--- src/hw/rtl/ribu_pkg.sv ---
// Types and constants shared by the regime interval blend unit.
// No dependencies; imported by every module of the block.
package ribu_pkg;

	localparam int CELL_COUNT   = 4096;
	localparam int CELL_AW      = 12;
	localparam int REGION_COUNT = 6;
	localparam int NUM_BOUNDS   = REGION_COUNT - 1;
	localparam int REGION_W     = 3;

	localparam logic [15:0] ONE_Q15  = 16'd32768;
	localparam logic [15:0] HALF_Q15 = 16'd16384;

	// Divider: 32 quotient bits, DIV_STEPS per stage.
	localparam int QUO_W      = 32;
	localparam int DIV_STEPS  = 4;
	localparam int DIV_STAGES = QUO_W / DIV_STEPS;

	typedef enum logic [3:0] {
		REG_BOUND_1    = 4'd0,
		REG_BOUND_2    = 4'd1,
		REG_BOUND_3    = 4'd2,
		REG_BOUND_4    = 4'd3,
		REG_BOUND_5    = 4'd4,
		REG_BLEND_MASK = 4'd5,
		REG_BLEND_MODE = 4'd6,
		REG_RELAX      = 4'd7
	} cfg_reg_t;

	typedef struct packed {
		logic [CELL_AW-1:0] cell_index;
		logic signed [31:0] param_value;
	} in_item_t;

	typedef struct packed {
		logic [CELL_AW-1:0]  cell_out;
		logic [REGION_W-1:0] region;
		logic                is_blended;
		logic [15:0]         weight_lower;
		logic [15:0]         weight_upper;
	} out_item_t;

	// Sideband that travels with each item down the pipeline.
	typedef struct packed {
		logic [CELL_AW-1:0]  cell_id;
		logic [REGION_W-1:0] region;
		logic                blended;
		logic                quad;
		logic                lo_half;
		logic                dt_bad;
	} side_t;

endpackage

--- src/hw/rtl/ribu_div_stage.sv ---
// One stage of the pipelined restoring divider: DIV_STEPS quotient bits.
// Depends on ribu_pkg.
module ribu_div_stage import ribu_pkg::*; (
	input  logic             clk,
	input  logic             arst_n,
	input  logic             en,
	input  logic             in_valid,
	input  logic [32:0]      in_rem,
	input  logic [31:0]      in_div,
	input  logic [QUO_W-1:0] in_quo,
	input  side_t            in_side,
	output logic             out_valid,
	output logic [32:0]      out_rem,
	output logic [31:0]      out_div,
	output logic [QUO_W-1:0] out_quo,
	output side_t            out_side
);

	logic [32:0]      rem_c;
	logic [QUO_W-1:0] quo_c;
	logic             bit_c;

	// remainder stays below the divisor after each subtract, so the shift fits 33 bits
	always_comb begin
		rem_c = in_rem;
		quo_c = in_quo;
		bit_c = 1'b0;
		for (int k = 0; k < DIV_STEPS; k++) begin
			bit_c = (rem_c >= {1'b0, in_div});
			if (bit_c) begin
				rem_c = rem_c - {1'b0, in_div};
			end
			rem_c = {rem_c[31:0], 1'b0};
			quo_c = {quo_c[QUO_W-2:0], bit_c};
		end
	end

	always_ff @(posedge clk or negedge arst_n) begin
		if (!arst_n) begin
			out_valid <= 1'b0;
		end else if (en) begin
			out_valid <= in_valid;
		end
	end

	always_ff @(posedge clk) begin
		if (en) begin
			out_rem  <= rem_c;
			out_div  <= in_div;
			out_quo  <= quo_c;
			out_side <= in_side;
		end
	end

endmodule

--- config.mk ---
export PLATFORM = sky130hd
export DESIGN_NAME = ribu_div_stage
export DESIGN_NICKNAME = d
export VERILOG_FILES = /design/src/hw/rtl/ribu_pkg.sv /design/src/hw/rtl/ribu_div_stage.sv
export SDC_FILE = /design/constraint.sdc
export NUM_CORES = 1
export LEC_CHECK = 0
export BUFFER_PORTS_ARGS = -buffer_cell sky130_fd_sc_hd__buf_2
export CAP_MARGIN = 0
export CORE_ASPECT_RATIO = 1.2
export CORE_UTILIZATION = 57
export DETAILED_ROUTE_END_ITERATION = 12
export PLACE_DENSITY = 0.86
export SKIP_LAST_GASP = 1
export SLEW_MARGIN = 15
export SYNTH_ARGS = -nofsm -noshare
export SYNTH_HDL_FRONTEND = slang
export SYNTH_SLANG_ARGS = --single-unit
--- constraint.sdc ---
create_clock -name clk -period 1.2 [get_ports clk]
set_clock_uncertainty 0.2 [all_clocks]
set_input_delay 0.24 -clock clk [delete_from_list [all_inputs] [get_ports clk]]
set_output_delay 0.24 -clock clk [all_outputs]
set_load 0.01 [all_outputs]
==> results of run 1 <==
[synth_stat cells (all sizes together), types with 3 or more instances]
| cell | count |
|---|---|
| a2111o | 3 |
| nor2 | 69 |
| a2111oi | 3 |
| nand4 | 16 |
| o22ai | 3 |
| mux2i | 12 |
| o21a | 9 |
| clkbuf | 14 |
| a31o | 4 |
| mux2 | 72 |
| edfxtp | 115 |
| a211oi | 13 |
| and4 | 4 |
| buf | 15 |
| o221ai | 6 |
| o31ai | 7 |
| a21o | 41 |
| nand2 | 93 |
| o21bai | 14 |
| nor4 | 8 |
| nor3 | 20 |
| a21boi | 7 |
| ha | 126 |
| nand3 | 20 |
| or3 | 6 |
| nor2b | 13 |
| o31a | 4 |
| or2 | 3 |
| o21ai | 87 |
| a211o | 3 |
| o311ai | 4 |
| xor2 | 35 |
| a31oi | 6 |
| o211a | 3 |
| a21oi | 153 |
| xnor2 | 73 |
| nand2b | 25 |
| inv | 80 |
| and3 | 11 |
| o211ai | 15 |
| and2 | 12 |
[kinds of logic after synthesis]
| family | synth area share (%) |
|---|---|
| adder cells (fa/ha/maj) | 14.1 |
| buffers and inverters | 3.97 |
| XOR/XNOR | 8.27 |
| other | 0.0328 |
| multiplexers | 8.17 |
| AO/OA/AOI/OAI | 22.1 |
| flip-flops | 30.4 |
| AND/OR/NAND/NOR | 12.9 |
[metrics by stage]
step	util [%]	TNS [ps]	area, um^2	hold WS, ps	setup WS [ps]
3_5_place_dp	86.3	-323260	16900	-183	-9500
3_3_place_gp	86.3	-297310	16900	-185	-8720
2_1_floorplan	-	-285990	11900	-256	-8410
==> results by group, run 1 <==
Place
  – Final HPWL DP: 39.6 mm
  – Dpl cells: 2202
  – Port buffer count: 231
  – RD Place Congestion: 1.06

Synthesis
  – Number of enable flip-flop cells after synthesis: around 120
  – Ys Warns: 0
  – Cells after Synth: 1253
  – Main flop type after synthesis: edfxtp_1
  – Yosys top cell area share: 30.2%
  – Seq cells post-synth: about 120
  – Yosys cell types: 75
  – Synth top area cells: edfxtp_1, ha_1, a21oi_1
  – Synth area leader: edfxtp_1
  – Syn avg cell area: between 9 and 10 um^2
  – Sequential area share after synthesis: 30.4%
  – Syn_nets: 1501
  – Mapped cell area: 0.0114 mm^2
  – Async SR Flop Fraction: less than 1%

Clock network
  – Clk sinks: 116
  – Root buf cell: clkbuf_16
  – Post-CTS Hold Buffers: between 80 and 90
  – CTS-repair resized insts: 237
  – Num CTS Buffers: 17
  – H-tree depth: 4
  – Max Root-Sink Buffers: 2
  – Post-CTS setup buffer count: 77

Run status
  – Status: aborted with a tool error
  – Tool error: [ERROR DPL-0038] Utilization greater than 100%, impossible to legalize
  – Halt point of the flow: 4_1_cts

Floorplan
  – Die H: 157 um
  – Cell Rows: between 50 and 60
  – Ports: 237
  – Initial cell density of the core: between 50% and 60%
  – Die Span X: 131 um
==> run 2, diff against run 1 <==
--- a/config.mk
+++ b/config.mk
@@ -7,10 +7,9 @@
 export LEC_CHECK = 0
 export BUFFER_PORTS_ARGS = -buffer_cell sky130_fd_sc_hd__buf_2
 export CAP_MARGIN = 0
-export CORE_ASPECT_RATIO = 1.2
-export CORE_UTILIZATION = 57
+export CORE_UTILIZATION = 40
 export DETAILED_ROUTE_END_ITERATION = 12
-export PLACE_DENSITY = 0.86
+export PLACE_DENSITY_LB_ADDON = 0.15
 export SKIP_LAST_GASP = 1
 export SLEW_MARGIN = 15
 export SYNTH_ARGS = -nofsm -noshare
==> run 2 against run 1 <==
  * The flow now finishes, with violations (setup timing)
  * Synthesized area did not move
  * Synthesized cell count stayed put
==> results by group, run 2 <==
Synthesis
  – Syn avg cell area: 9.13 um^2
  – Ys Warns: 0
  – Async SR Flop Fraction: 0.862%
  – Most frequent cell after synthesis: a21oi_1
  – Seq cells post-synth: 116
  – Sequential area share after synthesis: 30.4%
  – Top cells by count, synth: a21oi_1, ha_1, edfxtp_1, nand2_1, o21ai_0
  – Main flop type after synthesis: edfxtp_1
  – Syn_nets: 1501
  – Largest family of logic cells by synthesized area: compound AO/OA/AOI/OAI gates
  – Synth top area cells: edfxtp_1, ha_1, a21oi_1
  – Number of enable flip-flop cells after synthesis: 115
  – Yosys top cell area share: slightly above 30%
  – Area fraction in compound gates after synthesis: approximately 22%
  – Synth area leader: edfxtp_1
  – Post-Synth XOR/XNOR Area: 8.27%
  – Synth Area in Adders: 14.1%
  – Yosys cell types: 75
  – Cells after Synth: 1253
  – Mapped cell area: 0.0114 mm^2
  – Multiplexer share of the synthesized area: 8.17%
  – Simple-gate area share of the yosys netlist: 12.9%

Timing
  – Worst slew pin tran: 693 ps
  – Hold slack: 55.4 ps
  – Final hold vios: 0
  – Rel. slew slack: 53.3%
  – Unrepaired setup endpoints after global routing: true
  – Fmax: roughly 0.10 GHz
  – Slew Viols, Final: 0
  – Final Worst Setup Slack: -8460 ps
  – Final Setup Violations: 152
  – Crit path time final: 9660 ps
  – Final period util: 805%

Worst setup path
  – Worst setup SP type: primary input
  – Worst EP required: 1160 ps
  – CP dominant cell by count: buf_12
  – Largest incremental delay on the critical path: approximately 420 ps
  – Crit Path Class: in2reg
  – Data arrival time of the worst path: 9630 ps
  – CP endpoint kind: flop
  – Maximum fanout along the worst path: 8
  – Worst path slowest cell: ha_1

Clock network
  – H-tree depth: 4
  – Worst-skew pair later-pin latency: a little over 400 ps
  – Num CTS Buffers: 17
  – CTS clock-pin slew for the worst setup and hold paths: 60 ps
  – Max Root-Sink Buffers: 2
  – Clk sinks: 116
  – Root buf cell: clkbuf_16
  – TritonCTS clock tree: yes

Global routing
  – First-pass GRT wire length: roughly 65 mm
  – Largest net degree at the start of global routing: 23
  – Overflow after GRT: 0
  – Total Routing Usage GR: 28.8%
  – Vias in the first global route: ~13000
  – Initial antenna violation count: 2

Route
  – Vias per inst: 5.19
  – DRT Pass-1 Iters: 5
  – DRT iter0 DRCs: between 700 and 800
  – Final wirelength: 43.6 mm
  – DRT antenna net count: 0
  – Avg WL per Cell: ~17 um
  – Post-route DRC: 0
  – Via count: 13100

Place
  – RD Place Congestion: 0.998
  – Port buffer count: roughly 230
  – Cell Area, Placed: 0.0173 mm^2
  – Final HPWL DP: 33.1 mm
  – Pre-CTS setup slack: -9080 ps

Floorplan
  – Ports: 237
  – Die H: 171 um
  – Core area: 0.0279 mm^2
  – DIE AREA: around 0.029 mm^2
  – Cell Rows: 61
  – Die Span X: 171 um
  – Initial cell density of the core: between 40% and 50%

Worst hold path
  – Hold crit path type: in2reg

Power and ir drop
  – PD cells: 3230 mW/mm^2
  – Pwr Total: between 0.06 and 0.07 W
  – Peak supply drop: 1.82 mV
  – Leak: just over 9 nW

Layout
  – Layout net count: 2373
  – Post-route design area: 0.0202 mm^2
  – Commonest non-fill, non-tap cell in the layout: buf_4
  – Most frequent cells in the layout: buf_4, buf_2, a21oi_1
  – Area delta synth->final: 76.7%
  – Largest regs: out_div (32), out_quo (32), out_rem (32)
  – Layout cells sized above 1: 50.0%
  – Filler cells: approximately 2200

Run status
  – Failing checks: setup timing
  – Status: complete, but fails checks

Job
  – Total of max-cap violations: 0
run 2: cell counts after synthesis:
No cell type changed its count.
run 2: repair_timing:
item,CTS,global route
setup endpoints to repair,152,152
resized for setup,77,144
pin swaps,25,56
hold buffers,81,0
buffers inserted,25,31
hold endpoints to repair,80,0
gates cloned,2,4
run 2: logic make-up after synthesis:
group / count (synthesis)
xor gates and xnor gates: 108
adders and majority gates: 128
other: 1
and+or+nand+nor: 304
AOI/OAI and AO/OA: 403
DFF: 116
buffers and inverters: 109
muxes: 84
run 2: power breakdown:
group	switching [W]	leakage (nW)	internal, W
clock	0.00185	0.266	0.00299
combinational	0.0230	7.94	0.0306
sequential	0.000247	1.14	0.00654
run 2: critical path, delay by kind of cell:
family                     cells  cell delay [ps]
AOI/OAI and AO/OA             22             4300
and+or+nand+nor                8             1670
adders and majority gates      4             1080
muxes                          3              840
buffers and inverters         11             1450
run 2: path summary, 6_finish.rpt:
check | slack [ps] | startpoint | cells past startpoint | endpoint
setup reg to reg | 240 | out_valid | 1 | out_valid
min in group asynchronous | 460 | arst_n | 3 | out_valid
max in group asynchronous | 240 | arst_n | 3 | out_valid
setup / recovery | -8460 | in_div[17] | 48 | out_rem[8]
hold / removal | 60 | in_div[0] | 2 | out_div[0]
hold reg to reg | 340 | out_valid | 1 | out_valid
run 2: layout make-up:
type                            count  area, um^2  share of cell area (%)
Tap cell                          378         473                    2.34
Multi-Input combinational cell   1028        8790                    43.5
Inverter                           80         324                    1.60
Clock inverter                     12         116                   0.576
Antenna cell                        3        7.51                  0.0372
Timing Repair Buffer              882        6590                    32.6
Clock buffer                       18         429                    2.12
Sequential cell                   116        3480                    17.2
run 2: layer usage:
metal,share of wire [%],vias to the layer above,track usage (%)
li1,-,6442,-
met1,46,6120,38.5
met2,47,438,48.3
met3,5.3,57,2.82
met4,2.6,0,9.86
met5,0,-,0
run 2: metrics by stage:
stage	utilization, %	std cells	TNS, ps
after floorplan	-	1253	-285990
after global placement	61.8	2342	-310440
after detailed placement	61.8	2342	-315480
after CTS	68.8	2480	-303580
after global routing	72.3	2516	-321140
final	72.3	2517	-306650
Power figures use the tool's default switching activity.
==> run 3, diff against run 2 <==
--- a/config.mk
+++ b/config.mk
@@ -9,7 +9,7 @@
 export CAP_MARGIN = 0
 export CORE_UTILIZATION = 40
 export DETAILED_ROUTE_END_ITERATION = 12
-export PLACE_DENSITY_LB_ADDON = 0.15
+export PLACE_DENSITY = 0.61
 export SKIP_LAST_GASP = 1
 export SLEW_MARGIN = 15
 export SYNTH_ARGS = -nofsm -noshare
==> run 3 against run 2 <==
  * The flow still finishes with violations (setup timing)
  * Setup slack lost 91 ps
  * Via count is essentially flat
  * Die area is the same
==> results by group, run 3 (synthesized netlist as in run 2, its figures left out) <==
Worst hold path
  – End of the worst hold path: out_div[4]
  – Hold crit path type: in2reg
  – WHS Path Cells: 2
  – Min-delay src: en

Clock network
  – Clk sinks: 116
  – Num CTS Buffers: 17
  – Max Root-Sink Buffers: 2
  – CTS clock-pin slew for the worst setup and hold paths: 60 ps
  – Root buf cell: clkbuf_16
  – TritonCTS clock tree: yes
  – H-tree depth: 4
  – Worst-skew pair later-pin latency: 420 ps

Worst setup path
  – Worst EP required: 1170 ps
  – Crit-path leading delay family: compound AO/OA/AOI/OAI gates
  – R2R Setup Slk: ~260 ps
  – Worst setup SP type: primary input
  – Data arrival time of the worst path: roughly 9700 ps
  – Reg2Reg Depth: 1
  – Cell depth of the worst setup path: 47
  – Crit Path Class: in2reg
  – Worst path slowest cell: ha_1
  – Largest incremental delay on the critical path: about 450 ps
  – FF-to-FF Start: out_valid
  – Reg-to-reg endpoint: out_valid
  – Maximum fanout along the worst path: 8
  – Worst setup path startpoint: in_div[17]
  – CP endpoint kind: flop
  – Worst Path Buf+Inv: 11

Layout
  – Util after Layout: 71.7%
  – Layout net count: 2373
  – Largest regs: out_div (32), out_quo (32), out_rem (32)
  – Post-route design area: 0.0200 mm^2
  – Commonest non-fill, non-tap cell in the layout: buf_4
  – Fin cells: approximately 2500
  – Layout cells sized above 1: around 49%
  – Most frequent cells in the layout: buf_4, buf_2, a21oi_1
  – Area of the multi-input gates: about 0.0087 mm^2
  – FF+latch area: 0.00348 mm^2
  – Filler cells: 2171
  – Diodes inserted: 0
  – Area delta synth->final: 75.2%

Route
  – Final wirelength: 43.3 mm
  – DRT antenna net count: 0
  – DRT iter0 DRCs: 837
  – Via count: approximately 13000
  – Post-route DRC: 0
  – Avg WL per Cell: 17.2 um
  – DRT Pass-1 Iters: 6
  – Vias per inst: 5.19

Floorplan
  – Core area: 0.0279 mm^2
  – Die H: between 150 and 200 um
  – Ports: approximately 240
  – Initial cell density of the core: 40.9%
  – Die Span X: 171 um
  – DIE AREA: 0.0293 mm^2
  – Cell Rows: just over 60

Timing
  – Rel. slew slack: 67.0%
  – Unrepaired setup endpoints after global routing: true
  – Final Worst Setup Slack: -8560 ps
  – Final period util: 813%
  – Crit path time final: 9760 ps
  – Fmax: between 0.1 and 0.15 GHz
  – Slew Viols, Final: 0
  – Final Setup Violations: 152
  – Final hold vios: 0
  – Worst slew pin tran: between 400 and 500 ps

Power and ir drop
  – Leak: ~9.3 nW
  – Peak supply drop: 1.77 mV
  – Pwr Total: 0.0641 W
  – PD cells: 3200 mW/mm^2

Job
  – Total of max-cap violations: 0

Global routing
  – First-pass GRT wire length: 63.9 mm
  – Total Routing Usage GR: between 20 and 30%
  – Initial antenna violation count: 0
  – Vias in the first global route: 12400
  – Largest net degree at the start of global routing: 41
  – Overflow after GRT: 0

Place
  – RD Place Congestion: 0.961
  – Port buffer count: 231
  – Cell Area, Placed: approximately 0.017 mm^2
  – Dpl cells: ~2400
  – Final HPWL DP: 33.0 mm
  – Pre-CTS setup slack: -9230 ps

Run status
  – Status: complete, but fails checks
  – Failing checks: setup timing
==> run 3: cell count changes in the layout (fill, tap and decap cells not counted), sizes merged <==
cell / before / now
bufinv: 2 / 1
clkbuf: 22 / 26
clkinv: 8 / 5
clkinvlp: 7 / 10
diode: 3 / 0
inv: 75 / 74
==> run 3: layer usage <==
| layer | GRT usage [%] | vias up | wire length (um) |
|---|---|---|---|
| li1 | - | 6451 | - |
| met4 | 7.34 | 0 | 929 |
| met1 | 38.9 | 6154 | 20100 |
| met3 | 2.78 | 50 | 2010 |
| met2 | 47.0 | 399 | 20300 |
| met5 | 0 | - | 0 |
==> run 3: area by class of cell <==
class,count,share of cell area (%)
Sequential cell,116,17.4
Clock buffer,22,2.32
Inverter,80,1.62
Clock inverter,10,0.425
Multi-Input combinational cell,1028,43.3
Tap cell,378,2.36
Timing Repair Buffer,882,32.6
==> run 3: repair_timing <==
action / CTS / global route
hold buffers: 81 / 0
endpoints found under the setup margin: 152 / 152
buffers inserted: 23 / 26
resized for setup: 61 / 145
gates cloned: 1 / 5
endpoints found under the hold margin: 80 / 0
pin swaps: 13 / 32
==> run 3: worst max-delay path by stage <==
stage / slack [ps] / end
after floorplan: -8410 / out_rem[10]
after global placement: -9170 / out_rem[32]
after detailed placement: -9230 / out_rem[20]
after CTS: -8600 / out_rem[24]
after global routing: -8930 / out_rem[7]
final: -8560 / out_rem[32]
==> run 3: per-stage QoR <==
stage                     hold WS, ps  TNS, ps
final                            44.2  -310160
after global routing             35.6  -326430
after CTS                        30.3  -312020
after detailed placement         -184  -317420
after floorplan                  -256  -285990
after global placement           -185  -315300
==> run 3: where the power goes <==
group	switching, W	internal (W)	leakage (nW)
clock	0.00192	0.00293	0.262
sequential	0.000220	0.00654	1.14
combinational	0.0230	0.0296	7.91
